`config.mk`:
```
export PLATFORM = sky130hd
export DESIGN_NAME = xorshift64_star_generator
export DESIGN_NICKNAME = d
export VERILOG_FILES = /design/src/rtl/core/xs64s_pkg.sv /design/src/rtl/core/xs64s_ctrl.sv /design/src/rtl/core/xs64s_dpath.sv /design/src/rtl/core/xorshift64_star_generator.sv
export SDC_FILE = /design/constraint.sdc
export NUM_CORES = 2
export LEC_CHECK = 0
export BUFFER_PORTS_ARGS = -buffer_cell sky130_fd_sc_hd__buf_2
export CORE_ASPECT_RATIO = 1.75
export CORE_MARGIN = 4
export CORE_UTILIZATION = 30
export CTS_CLUSTER_SIZE = 8
export DETAILED_ROUTE_END_ITERATION = 12
export HOLD_SLACK_MARGIN = 0.06
export PLACE_DENSITY = 0.43
export SLEW_MARGIN = 15
export SYNTH_ARGS = -nofsm -noshare
export SYNTH_HDL_FRONTEND = slang
export SYNTH_SLANG_ARGS = --single-unit
```
`constraint.sdc`:
```
create_clock -name clk -period 13.9 [get_ports clk]
set_input_delay 1.39 -clock clk [delete_from_list [all_inputs] [get_ports clk]]
set_output_delay 1.39 -clock clk [all_outputs]
set_load 0.005 [all_outputs]
```
`src/rtl/core/xs64s_pkg.sv`:
```
// Shared types, constants and helpers for the xorshift64* generator.
// No dependencies; every module of the block imports this package.
package xs64s_pkg;

  // Generator constants.
  localparam logic [63:0] GOLDEN_SEED = 64'h9e3779b97f4a7c15;
  localparam logic [63:0] STAR_MULT   = 64'h2545f4914f6cdd1d;
  localparam int unsigned SHIFT_A     = 12;
  localparam int unsigned SHIFT_B     = 25;
  localparam int unsigned SHIFT_C     = 27;
  localparam int unsigned FRAC_SHIFT  = 11;

  // Register map: one 64-bit register at byte address 0.
  localparam int unsigned ADDR_W    = 3;
  localparam logic [ADDR_W-1:0] SEED_ADDR = '0;

  // Request kinds.
  typedef enum logic [1:0] {
    ACT_RAW  = 2'd0,
    ACT_MOD  = 2'd1,
    ACT_FRAC = 2'd2,
    ACT_NONE = 2'd3
  } action_t;

  // Controller states.
  typedef enum logic [3:0] {
    ST_IDLE,
    ST_SHIFT,
    ST_MUL0,
    ST_MUL1,
    ST_MUL2,
    ST_ACC,
    ST_DINIT,
    ST_DIV,
    ST_DONE
  } state_t;

  // Which 32x32 partial product the shared multiplier forms.
  typedef enum logic [1:0] {
    MUL_LL,
    MUL_LH,
    MUL_HL
  } mul_sel_t;

  // Accumulator operation.
  typedef enum logic [1:0] {
    ACC_HOLD,
    ACC_LOAD,
    ACC_ADD_HI
  } acc_op_t;

  // Commands from the controller to the datapath.
  typedef struct packed {
    logic     load_req;
    logic     do_shift;
    logic     mul_en;
    mul_sel_t mul_sel;
    acc_op_t  acc_op;
    logic     div_init;
    logic     div_step;
    logic     out_load;
  } cmd_t;

  // Status from the datapath to the controller.
  typedef struct packed {
    logic skip_draw;
    logic is_mod;
    logic div_done;
    logic out_free;
  } sts_t;

  // Three shift-xor steps of one state advance.
  function automatic logic [63:0] xorshift_step(input logic [63:0] s);
    logic [63:0] x;
    x = s;
    x = x ^ (x >> SHIFT_A);
    x = x ^ (x << SHIFT_B);
    x = x ^ (x >> SHIFT_C);
    return x;
  endfunction

endpackage

```
`src/rtl/core/xs64s_ctrl.sv`:
```
// Sequencing state machine for the xorshift64* generator.
// Depends on xs64s_pkg; drives the datapath through cmd_t and reads sts_t.
module xs64s_ctrl
  import xs64s_pkg::*;
(
  input  logic clk,
  input  logic rst,
  input  logic req_valid,
  output logic req_stall,
  input  sts_t sts,
  output cmd_t cmd
);

  state_t state, state_next;

  // State register.
  always_ff @(posedge clk) begin
    if (rst) begin
      state <= ST_IDLE;
    end else begin
      state <= state_next;
    end
  end

  // Next state.
  always_comb begin
    state_next = state;
    case (state)
      ST_IDLE: begin
        if (req_valid) begin
          state_next = sts.skip_draw ? ST_DONE : ST_SHIFT;
        end
      end
      ST_SHIFT: state_next = ST_MUL0;
      ST_MUL0:  state_next = ST_MUL1;
      ST_MUL1:  state_next = ST_MUL2;
      ST_MUL2:  state_next = ST_ACC;
      ST_ACC:   state_next = sts.is_mod ? ST_DINIT : ST_DONE;
      ST_DINIT: state_next = ST_DIV;
      ST_DIV: begin
        if (sts.div_done) begin
          state_next = ST_DONE;
        end
      end
      ST_DONE: begin
        if (sts.out_free) begin
          state_next = ST_IDLE;
        end
      end
      default:  state_next = ST_IDLE;
    endcase
  end

  // Command outputs.
  always_comb begin
    cmd       = '0;
    req_stall = 1'b1;
    case (state)
      ST_IDLE: begin
        req_stall    = 1'b0;
        cmd.load_req = req_valid;
      end
      ST_SHIFT: cmd.do_shift = 1'b1;
      ST_MUL0: begin
        cmd.mul_en  = 1'b1;
        cmd.mul_sel = MUL_LL;
      end
      ST_MUL1: begin
        cmd.mul_en  = 1'b1;
        cmd.mul_sel = MUL_LH;
        cmd.acc_op  = ACC_LOAD;
      end
      ST_MUL2: begin
        cmd.mul_en  = 1'b1;
        cmd.mul_sel = MUL_HL;
        cmd.acc_op  = ACC_ADD_HI;
      end
      ST_ACC:   cmd.acc_op   = ACC_ADD_HI;
      ST_DINIT: cmd.div_init = 1'b1;
      ST_DIV:   cmd.div_step = 1'b1;
      ST_DONE:  cmd.out_load = sts.out_free;
      default:  cmd = '0;
    endcase
  end

  // The result register is only loaded when it can take the item.
  a_load_when_free: assert property (@(posedge clk) disable iff (rst)
    cmd.out_load |-> sts.out_free)
    else $error("result loaded while the output register is busy");

  // Divider steps only follow its initialization or another step.
  a_div_order: assert property (@(posedge clk) disable iff (rst)
    cmd.div_step |-> ($past(cmd.div_init) || $past(cmd.div_step)))
    else $error("divider stepped without initialization");

  // A new item is taken only when the block is idle.
  a_load_idle: assert property (@(posedge clk) disable iff (rst)
    cmd.load_req |=> (req_stall || $past(sts.skip_draw)))
    else $error("block did not start work after taking an item");

endmodule

```
`src/rtl/core/xs64s_dpath.sv`:
```
// Datapath of the xorshift64* generator: state word, shared 32x32 multiplier,
// bit-serial remainder unit and the output register. Depends on xs64s_pkg.
module xs64s_dpath
  import xs64s_pkg::*;
(
  input  logic        clk,
  input  logic        rst,
  input  logic        cfg_we,
  input  logic [63:0] cfg_seed,
  input  logic [1:0]  action,
  input  logic [63:0] bound,
  input  logic        rsp_stall,
  output logic        rsp_valid,
  output logic [63:0] value,
  input  cmd_t        cmd,
  output sts_t        sts
);

  logic [63:0] gen_state;
  action_t     act;
  logic [63:0] bnd;
  logic [63:0] prod;
  logic [63:0] acc;
  logic [63:0] dvd;
  logic [63:0] rem;
  logic [5:0]  cnt;
  logic [31:0] mul_a;
  logic [31:0] mul_b;
  logic [64:0] rem_sh;
  logic [64:0] rem_diff;
  logic [63:0] result;

  // Generator state: reseed on a register write, advance on command.
  always_ff @(posedge clk) begin
    if (rst) begin
      gen_state <= GOLDEN_SEED;
    end else if (cfg_we) begin
      gen_state <= (cfg_seed != '0) ? cfg_seed : GOLDEN_SEED;
    end else if (cmd.do_shift) begin
      gen_state <= xorshift_step(gen_state);
    end
  end

  // Capture the request fields when an item is taken.
  always_ff @(posedge clk) begin
    if (cmd.load_req) begin
      act <= action_t'(action);
      bnd <= bound;
    end
  end

  // Shared multiplier operands: one 32x32 partial product per cycle.
  always_comb begin
    case (cmd.mul_sel)
      MUL_LL: begin
        mul_a = gen_state[31:0];
        mul_b = STAR_MULT[31:0];
      end
      MUL_LH: begin
        mul_a = gen_state[31:0];
        mul_b = STAR_MULT[63:32];
      end
      MUL_HL: begin
        mul_a = gen_state[63:32];
        mul_b = STAR_MULT[31:0];
      end
      default: begin
        mul_a = gen_state[31:0];
        mul_b = STAR_MULT[31:0];
      end
    endcase
  end

  // Product register, then accumulation of the low 64 bits.
  always_ff @(posedge clk) begin
    if (cmd.mul_en) begin
      prod <= {32'b0, mul_a} * {32'b0, mul_b};
    end
    case (cmd.acc_op)
      ACC_LOAD:   acc <= prod;
      ACC_ADD_HI: acc <= acc + {prod[31:0], 32'b0};
      default:    acc <= acc;
    endcase
  end

  // Restoring remainder unit, one dividend bit per cycle.
  assign rem_sh   = {rem, dvd[63]};
  assign rem_diff = rem_sh - {1'b0, bnd};

  always_ff @(posedge clk) begin
    if (cmd.div_init) begin
      dvd <= acc;
      rem <= '0;
      cnt <= '0;
    end else if (cmd.div_step) begin
      dvd <= {dvd[62:0], 1'b0};
      rem <= rem_diff[64] ? rem_sh[63:0] : rem_diff[63:0];
      cnt <= cnt + 6'd1;
    end
  end

  // Result selection by request kind; skipped draws give zero.
  always_comb begin
    case (act)
      ACT_RAW:  result = acc;
      ACT_MOD:  result = (bnd != '0) ? rem : '0;
      ACT_FRAC: result = acc >> FRAC_SHIFT;
      default:  result = '0;
    endcase
  end

  // Output register decouples the result from the next request.
  always_ff @(posedge clk) begin
    if (rst) begin
      rsp_valid <= 1'b0;
    end else if (cmd.out_load) begin
      rsp_valid <= 1'b1;
    end else if (!rsp_stall) begin
      rsp_valid <= 1'b0;
    end
  end

  always_ff @(posedge clk) begin
    if (cmd.out_load) begin
      value <= result;
    end
  end

  // Status back to the controller.
  always_comb begin
    sts.skip_draw = (action_t'(action) == ACT_NONE) ||
                    ((action_t'(action) == ACT_MOD) && (bound == '0));
    sts.is_mod    = (act == ACT_MOD);
    sts.div_done  = cmd.div_step && (cnt == 6'd63);
    sts.out_free  = !rsp_valid || !rsp_stall;
  end

  // An xorshift state that starts nonzero never reaches zero.
  a_state_nonzero: assert property (@(posedge clk) disable iff (rst)
    gen_state != '0)
    else $error("generator state became zero");

  // A fraction result leaves the integer bits clear.
  a_frac_range: assert property (@(posedge clk) disable iff (rst)
    (cmd.out_load && (act == ACT_FRAC)) |=> (value[63:53] == '0))
    else $error("fraction result has bits above bit 52");

  // A reduced result always lies below its bound.
  a_mod_range: assert property (@(posedge clk) disable iff (rst)
    (cmd.out_load && (act == ACT_MOD)) |-> ((bnd == '0) || (result < bnd)))
    else $error("reduced result not below bound");

endmodule

```
`src/rtl/core/xorshift64_star_generator.sv`:
```
// Top level of the xorshift64* generator: register port, controller, datapath.
// Depends on xs64s_pkg, xs64s_ctrl and xs64s_dpath.
//
// One item is handled at a time. A raw or fraction draw runs one shift-xor
// step, three passes of a shared 32x32 multiplier plus one add for the low
// 64 bits of the product, and a load of the output register. A bounded draw
// adds the initialization and steps of the bit-serial remainder unit. A zero
// bound or the unused request code gives 0 without advancing the state. The
// result sits in an output register, so a new item is taken while it waits;
// the block only stalls at the end of an item if the previous result is
// still held. Writing the seed register (byte address 0) reloads the state
// immediately.
module xorshift64_star_generator
  import xs64s_pkg::*;
(
  input  logic              clk,
  input  logic              rst,
  input  logic              psel,
  input  logic              penable,
  input  logic              pwrite,
  input  logic [ADDR_W-1:0] paddr,
  input  logic [63:0]       pwdata,
  output logic [63:0]       prdata,
  output logic              pready,
  input  logic              req_valid,
  output logic              req_stall,
  input  logic [1:0]        action,
  input  logic [63:0]       bound,
  output logic              rsp_valid,
  input  logic              rsp_stall,
  output logic [63:0]       value
);

  logic [63:0] seed_value;
  logic        cfg_we;
  cmd_t        cmd;
  sts_t        sts;

  // Register port: always ready, one seed register.
  assign pready = 1'b1;
  assign cfg_we = psel && penable && pwrite && (paddr == SEED_ADDR);

  always_ff @(posedge clk) begin
    if (rst) begin
      seed_value <= '0;
    end else if (cfg_we) begin
      seed_value <= pwdata;
    end
  end

  assign prdata = (paddr == SEED_ADDR) ? seed_value : '0;

  xs64s_ctrl u_ctrl (
    .clk       (clk),
    .rst       (rst),
    .req_valid (req_valid),
    .req_stall (req_stall),
    .sts       (sts),
    .cmd       (cmd)
  );

  xs64s_dpath u_dpath (
    .clk       (clk),
    .rst       (rst),
    .cfg_we    (cfg_we),
    .cfg_seed  (pwdata),
    .action    (action),
    .bound     (bound),
    .rsp_stall (rsp_stall),
    .rsp_valid (rsp_valid),
    .value     (value),
    .cmd       (cmd),
    .sts       (sts)
  );

endmodule

```
-- Word-level counts from Yosys, hierarchy flattened
Index checks and enable logic that the tools add are counted.
- memory bits (writable): 0
- memories kept: 0
- flip-flop bits (word level): 525
- bits of input ports: 140
- output and inout port bits: 131
- latch bits: 0
- word-level logic and storage cells: 88
- ROM bits: 0
- shifts and indexed selects: 0
- div/mod/pow operators: 0
- multiplexer cells: 28
- add/subtract/negate cells: 3
- order comparisons: 0
- bitwise logic cells: 3
- reductions and logical operators: 20
- $mul: 1
- equality and inequality tests: 21
- operators by type and width (operator ; number):
    $mux 64 ; 8
    $pmux 64 s3 ; 1
    $pmux 64 s2 ; 1
    $reduce_bool 64->1 ; 2
    $sub 65x64->65 ; 1
    $add 64x64->64 ; 1
    $logic_not 64->1 ; 1
    $xor 64x37->64 ; 1
    $xor 64x52->64 ; 1
    $xor 64x64->64 ; 1
    $mul 32x31->63 ; 1
    $pmux 4 s9 ; 1
    $mux 32 ; 1
    $mux 31 ; 1
    $mux 4 ; 5
    $eq 4x3->1 const B ; 4
    $pmux 3 s3 ; 1
    $eq 2x1->1 const B ; 4
    $eq 2x2->1 const B ; 4
    $eq 4x2->1 const B ; 2
    $mux 1 ; 8
    $add 6x1->6 const B ; 1
    $eq 6x6->1 const B ; 1
    $reduce_bool 2->1 ; 3
    other kinds (13) ; 21

-- Longest topological paths before layout
- depth in word-level cells: 6
- mapped depth: 39
- gate-level depth less buffers: 37

-- Hierarchy
A second synthesis with hierarchy kept.
- cell total of the unflattened synthesis: 5338
- area total of the unflattened synthesis: 52675.5 um^2
- modules (own cells, without submodules) (module ; times used ; sequential area each (um^2) ; area each (um^2) ; cells each):
    xs64s_dpath ; 1 ; 12371.9 ; 48978.2 ; 4939
    xorshift64_star_generator ; 1 ; 1281.2 ; 3367.0 ; 353
    xs64s_ctrl ; 1 ; 80.1 ; 330.3 ; 46

-- Worst setup path before layout
OpenSTA, ideal clock, no wires.
- path kind: register to register
- start point: register u_ctrl.state[2]
- end point: register u_dpath.prod[61], data pin
- arrival: 9.397 ns
- clock period less this slack: 9.663 ns
- setup time: 0.265 ns
- required time: 13.635 ns
- path slack: 4.237 ns
- cell stages (with the launch flop): 32
- path buffers: 4
- cells stage by stage: dfxtp_1 -> nor2b_1 -> nor2b_1 -> inv_1 -> nor2_1 -> buf_2 -> buf_2 -> buf_2 -> mux2i_1 -> inv_1 -> fa_1 -> fa_1 -> fa_1 -> inv_1 -> fa_1 -> inv_1 -> fa_1 -> fa_1 -> fa_1 -> inv_1 -> fa_1 -> inv_1 -> ha_1 -> clkbuf_1 -> nand4_1 -> or4_1 -> o31ai_1 -> o21ai_0 -> o211ai_1 -> a21oi_1 -> o21ai_0 -> xor2_1
- word-level cells in the longest chain between the ends: 5
- elaborated cells between the ends (all ways): 9
- classes of those cells: mul: 1; eq/ne: 5; mux: 3
- ends and longest elaborated chain (what ; line ; source):
    start, declared ; xs64s_ctrl.sv:14 ; state_t state, state_next;
    start signal, assigned ; xs64s_ctrl.sv:21 ; state <= state_next;
    $eq 4x3->1 or $eq 4x2->1 (tied branches) ; xs64s_ctrl.sv:58 ; case (state)
    $pmux 3 s3 (*) ; xs64s_ctrl.sv:58 ;
    $eq 2x2->1 or $eq 2x1->1 (tied branches) ; xs64s_dpath.sv:54 ; case (cmd.mul_sel)
    $mux 32 or $mux 31 (tied branches) ; xs64s_dpath.sv:54 ;
    $mul 32x31->63 (*) ; xs64s_dpath.sv:77 ; prod <= {32'b0, mul_a} * {32'b0, mul_b};
    end signal, assigned ; xs64s_dpath.sv:77 ;
    end, declared ; xs64s_dpath.sv:22 ; logic [63:0] prod;
Every way passes the cells marked *; elsewhere a longest branch is shown, timed or not.
A chain may end at the register's enable or synchronous reset.

-- Worst setup path after layout
Ends and elaborated chain as after synthesis.

==> load_flow_metrics.sql <==
INSERT INTO impl_metrics (metric_group, metric, value, unit) VALUES
('grt', 'grt_first_pass_wirelength', '282.8', 'mm'),
('sta', 'maxClockFrequency', '90.20', 'MHz'),
('routing', 'remaining_drc_errors', '0', ''),
('logic_synthesis', 'asyncSetResetFlopFracSynth', '0', '%'),
('cts', 'setup_bufs_post_cts', '0', ''),
('critical_path', 'kind_of_launch_point_of_the_worst_setup_path', 'flip-flop', ''),
('sta', 'fin_crit', '11.09', 'ns'),
('sta', 'timing.setup.tns', '0', 'ns'),
('logic_synthesis', 'synth_seq_cells', '524', ''),
('logic_synthesis', 'cell_area_after_synthesis', '51430', 'um2'),
('cts', 'cts_hold_buf', '0', ''),
('cts', 'cts_htree_levels', '3', ''),
('critical_path', 'cp_data_arrival_time', '11.49', 'ns'),
('grt', 'first_global_vias', '41119', ''),
('sta', 'holdWs', '0.4477', 'ns'),
('cells_and_area', 'final_nets', '6700', ''),
('logic_synthesis', 'yosys.cell_types.count', '81', ''),
('cts', 'clk_pin_slew_worst_paths', '0.06', 'ns'),
('critical_path', 'critical_path.max_stage_delay', '0.59', 'ns'),
('sta', 'timing.final.crit_share', '79.76', '%'),
('floorplanning', 'die_x', '321', 'um'),
('sta', 'setup_repair_after_global_routing_missed_its_margin', 'no', ''),
('routing', 'firstDrtPassIters', '5', ''),
('cells_and_area', 'fin_area', '57570', 'um2'),
('sta', 'finalSetupViolations', '0', ''),
('outcome', 'outcome', 'complete, no violations', ''),
('sta', 'tightestPinTransition', '1.138', 'ns'),
('cts', 'tritoncts_num_sinks', '524', ''),
('routing', 'detail_route.vias_per_cell', '4.895', ''),
('floorplanning', 'initial_core_utilization', '30.23', '%'),
('logic_synthesis', 'synth.yosys.seq_area_share', '26.64', '%'),
('floorplanning', 'io_pins', '271', ''),
('cts', 'worstSkewPairLatency', '0.67', 'ns'),
('routing', 'drt-wirelength-per-cell', '25.38', 'um'),
('floorplanning', 'core_region_area', '170200', 'um2'),
('critical_path', 'worstReg2RegStart', 'u_ctrl.state[2]$_SDFFE_PP0P_', ''),
('place', 'portBuffers', '269', ''),
('worst_hold_path', 'timing.hold.worst.start', 'seed_value[24]$_SDFFE_PP0P_', ''),
('cells_and_area', 'flow.area_growth_from_synthesis', '11.93', '%'),
('critical_path', 'path_max_fanout', '33', ''),
('floorplanning', 'die-area', '178400', 'um2'),
('cells_and_area', 'drive_gt1_share', '10.05', '%'),
('grt', 'globalRoute.totalOverflow', '0', ''),
('routing', 'drtAntennaViolNets', '0', ''),
('routing', 'num_vias', '38027', ''),
('job', 'max_cap_violations', '0', ''),
('floorplanning', 'die-height', '555.8', 'um'),
('sta', 'slew_violations', '0', ''),
('sta', 'max-slew-margin-rel', '23.42', '%'),
('logic_synthesis', 'yosys_warnings', '0', ''),
('critical_path', 'crit_type', 'flip-flop to flip-flop', ''),
('routing', 'detail_route.iter0.violations', '1983', ''),
('cts', 'post_cts_resize_count', '0', ''),
('grt', 'grt_start_max_net_pins', '94', ''),
('critical_path', 'cpMaxStageDelayCell', 'sky130_fd_sc_hd__mux2_2', ''),
('floorplanning', 'standard_cell_row_count', '200', ''),
('critical_path', 'critical_path.endpoint_type', 'flip-flop', ''),
('cts', 'cts_inserted_buffers', '76', ''),
('grt', 'overall_global_routing_usage', '21.77', '%'),
('place', 'hpwl_reported_at_the_end_of_detailed_placement', '164.7', 'mm'),
('sta', 'finalHoldViolCount', '0', ''),
('cts', 'cts_max_path_buffers', '3', ''),
('logic_synthesis', 'post_synth.cell_area_avg', '9.764', 'um2'),
('place', 'post-place-cells', '7645', ''),
('cts', 'tritoncts', 'yes', ''),
('place', 'postPlaceCellArea', '55330', 'um2'),
('logic_synthesis', 'synth_flop_cell', 'sky130_fd_sc_hd__edfxtp_1', ''),
('logic_synthesis', 'synth_edf_count', '321', ''),
('critical_path', 'cp_top_family', 'adder cells', ''),
('critical_path', 'required', '14.30', 'ns'),
('grt', 'number_of_antenna_violations_at_the_first_check_in_global_routing', '2', ''),
('cts', 'clk_root_buffer_cell', 'sky130_fd_sc_hd__clkbuf_16', ''),
('routing', 'finalWirelength', '197.2', 'mm'),
('sta', 'worst_skew', '0.06592', 'ns'),
('place', 'gpl.final_weighted_congestion', '0.9542', ''),
('critical_path', 'worstSetupStartpoint', 'u_ctrl.state[2]$_SDFFE_PP0P_', ''),
('critical_path', 'path_buf_inv', '5', ''),
('cells_and_area', 'final_instance_count_without_filler_cells', '7768', ''),
('logic_synthesis', 'instance_count_of_the_mapped_netlist', '5268', ''),
('worst_hold_path', 'hold_path.class', 'flip-flop to flip-flop', ''),
('critical_path', 'cell_type_with_the_highest_occurrence_count_on_the_critical_path', 'sky130_fd_sc_hd__fa_1', '');
Yosys cell counts (103+ instances only):
| master | n | area, um2 |
|---|---|---|
| sky130_fd_sc_hd__nor2_1 | 205 | 769.5 |
| sky130_fd_sc_hd__xnor2_1 | 231 | 2023 |
| sky130_fd_sc_hd__a21oi_1 | 309 | 1546 |
| sky130_fd_sc_hd__dfxtp_1 | 203 | 4064 |
| sky130_fd_sc_hd__clkbuf_1 | 173 | 649.4 |
| sky130_fd_sc_hd__mux2i_1 | 125 | 1251 |
| sky130_fd_sc_hd__ha_1 | 486 | 6081 |
| sky130_fd_sc_hd__edfxtp_1 | 321 | 9639 |
| sky130_fd_sc_hd__o21ai_0 | 193 | 965.9 |
| sky130_fd_sc_hd__xor2_1 | 125 | 1095 |
| sky130_fd_sc_hd__nand2_1 | 526 | 1974 |
| sky130_fd_sc_hd__inv_1 | 891 | 3344 |
| sky130_fd_sc_hd__fa_1 | 573 | 11470 |
| sky130_fd_sc_hd__mux2_2 | 103 | 1160 |
state kept, by name, summed over array words and instances (netlist names):
| register | count |
|---|---|
| u_dpath.cnt | 6 |
| u_dpath.act | 2 |
| u_dpath.acc | 64 |
| u_ctrl.state | 4 |
| u_dpath.dvd | 64 |
| u_dpath.rem | 64 |
| u_dpath.prod | 63 |
| seed_value | 64 |
| u_dpath.rsp_valid | 1 |
| u_dpath.bnd | 64 |
| u_dpath.gen_state | 64 |
| u_dpath.value | 64 |
final cells by class:
type	instances	area, um2
inverter	897	3367
clock buffer	113	2051
clock inverter	9	188.9
tap	2222	2780
multi-input combinational	3682	33750
antenna	1	2.502
fill	17621	112600
sequential	524	13700
timing repair buffer	320	1732
metal layers:
metal	GRT usage [%]	share of wire, %	up-vias
met2	42.32	55	926
met1	22.40	35	19052
met5	0	0	-
li1	-	-	17699
met4	13.40	7.2	0
met3	1.629	2.8	350
cell usage in the layout, fill, tap and decap left out, types with 16 or more instances in the layout:
master / netlist / routed
sky130_fd_sc_hd__a21oi_1: 309 / 308
sky130_fd_sc_hd__inv_1: 891 / 889
sky130_fd_sc_hd__nor2b_1: 58 / 58
sky130_fd_sc_hd__nand4_1: 44 / 44
sky130_fd_sc_hd__a21o_1: 81 / 81
sky130_fd_sc_hd__mux2_2: 103 / 103
sky130_fd_sc_hd__nand2_1: 526 / 523
sky130_fd_sc_hd__o21ai_0: 193 / 192
sky130_fd_sc_hd__nand2b_1: 44 / 44
sky130_fd_sc_hd__ha_1: 486 / 485
sky130_fd_sc_hd__nor3_1: 23 / 22
sky130_fd_sc_hd__buf_4: 3 / 52
sky130_fd_sc_hd__fa_1: 573 / 573
sky130_fd_sc_hd__clkbuf_16: 0 / 76
sky130_fd_sc_hd__nor4_1: 53 / 52
sky130_fd_sc_hd__xor2_1: 125 / 125
sky130_fd_sc_hd__conb_1: 2 / 51
sky130_fd_sc_hd__a22o_1: 16 / 16
sky130_fd_sc_hd__o21bai_1: 22 / 22
sky130_fd_sc_hd__edfxtp_1: 321 / 321
sky130_fd_sc_hd__clkbuf_1: 173 / 36
sky130_fd_sc_hd__nand3_1: 37 / 36
sky130_fd_sc_hd__mux2i_1: 125 / 124
sky130_fd_sc_hd__buf_2: 16 / 268
sky130_fd_sc_hd__nor2_1: 205 / 201
sky130_fd_sc_hd__o22ai_1: 28 / 28
sky130_fd_sc_hd__dfxtp_1: 203 / 203
sky130_fd_sc_hd__xnor2_1: 231 / 231
sky130_fd_sc_hd__and3_1: 28 / 27
sky130_fd_sc_hd__o21a_1: 31 / 31
sky130_fd_sc_hd__o21ai_1: 45 / 46
sky130_fd_sc_hd__a31oi_1: 17 / 17
sky130_fd_sc_hd__and2_1: 73 / 73
sky130_fd_sc_hd__o211ai_1: 17 / 17
logic make-up after synthesis:
family          count (synthesis)  share of synthesized area [%]
mux                           228                          4.688
flops                         524                          26.64
compound gates                856                          10.04
buf+inv                      1111                          8.261
fa+ha+maj                    1059                          34.12
other cells                     2                        0.01460
simple gates                 1132                          10.17
xor+xnor                      356                          6.062
path summary, 6_finish.rpt:
check             cells after the start  slack (ns)                     endpoint
setup / recovery                     33        2.81   u_dpath.prod[61]$_DFFE_PP_
hold / removal                        2        0.45  seed_value[24]$_SDFFE_PP0P_
hold reg to reg                       2        0.45  seed_value[24]$_SDFFE_PP0P_
setup reg to reg                     33        2.81   u_dpath.prod[61]$_DFFE_PP_
worst register-to-register path, delay by kind of cell, from the launching register on:
kind                       cells  cell delay, ns
adders and majority gates      9            4.19
AOI/OAI and AO/OA              9            2.19
buffers and inverters          5            1.10
and+or+nand+nor                8            2.18
DFF                            1            0.41
muxes                          1            0.62
xor gates and xnor gates       1            0.17
per-stage QoR:
step                      worst slack, ns  util [%]
final                               2.813     33.83
after global routing                2.196     33.83
after CTS                           2.775     33.83
after detailed placement            2.826     32.52
after global placement              2.943     32.52
after floorplan                     4.237         -
Power is left out: the tool's default activity adds up to more than one toggle a clock period on the data nets, which glitch-free logic cannot reach.
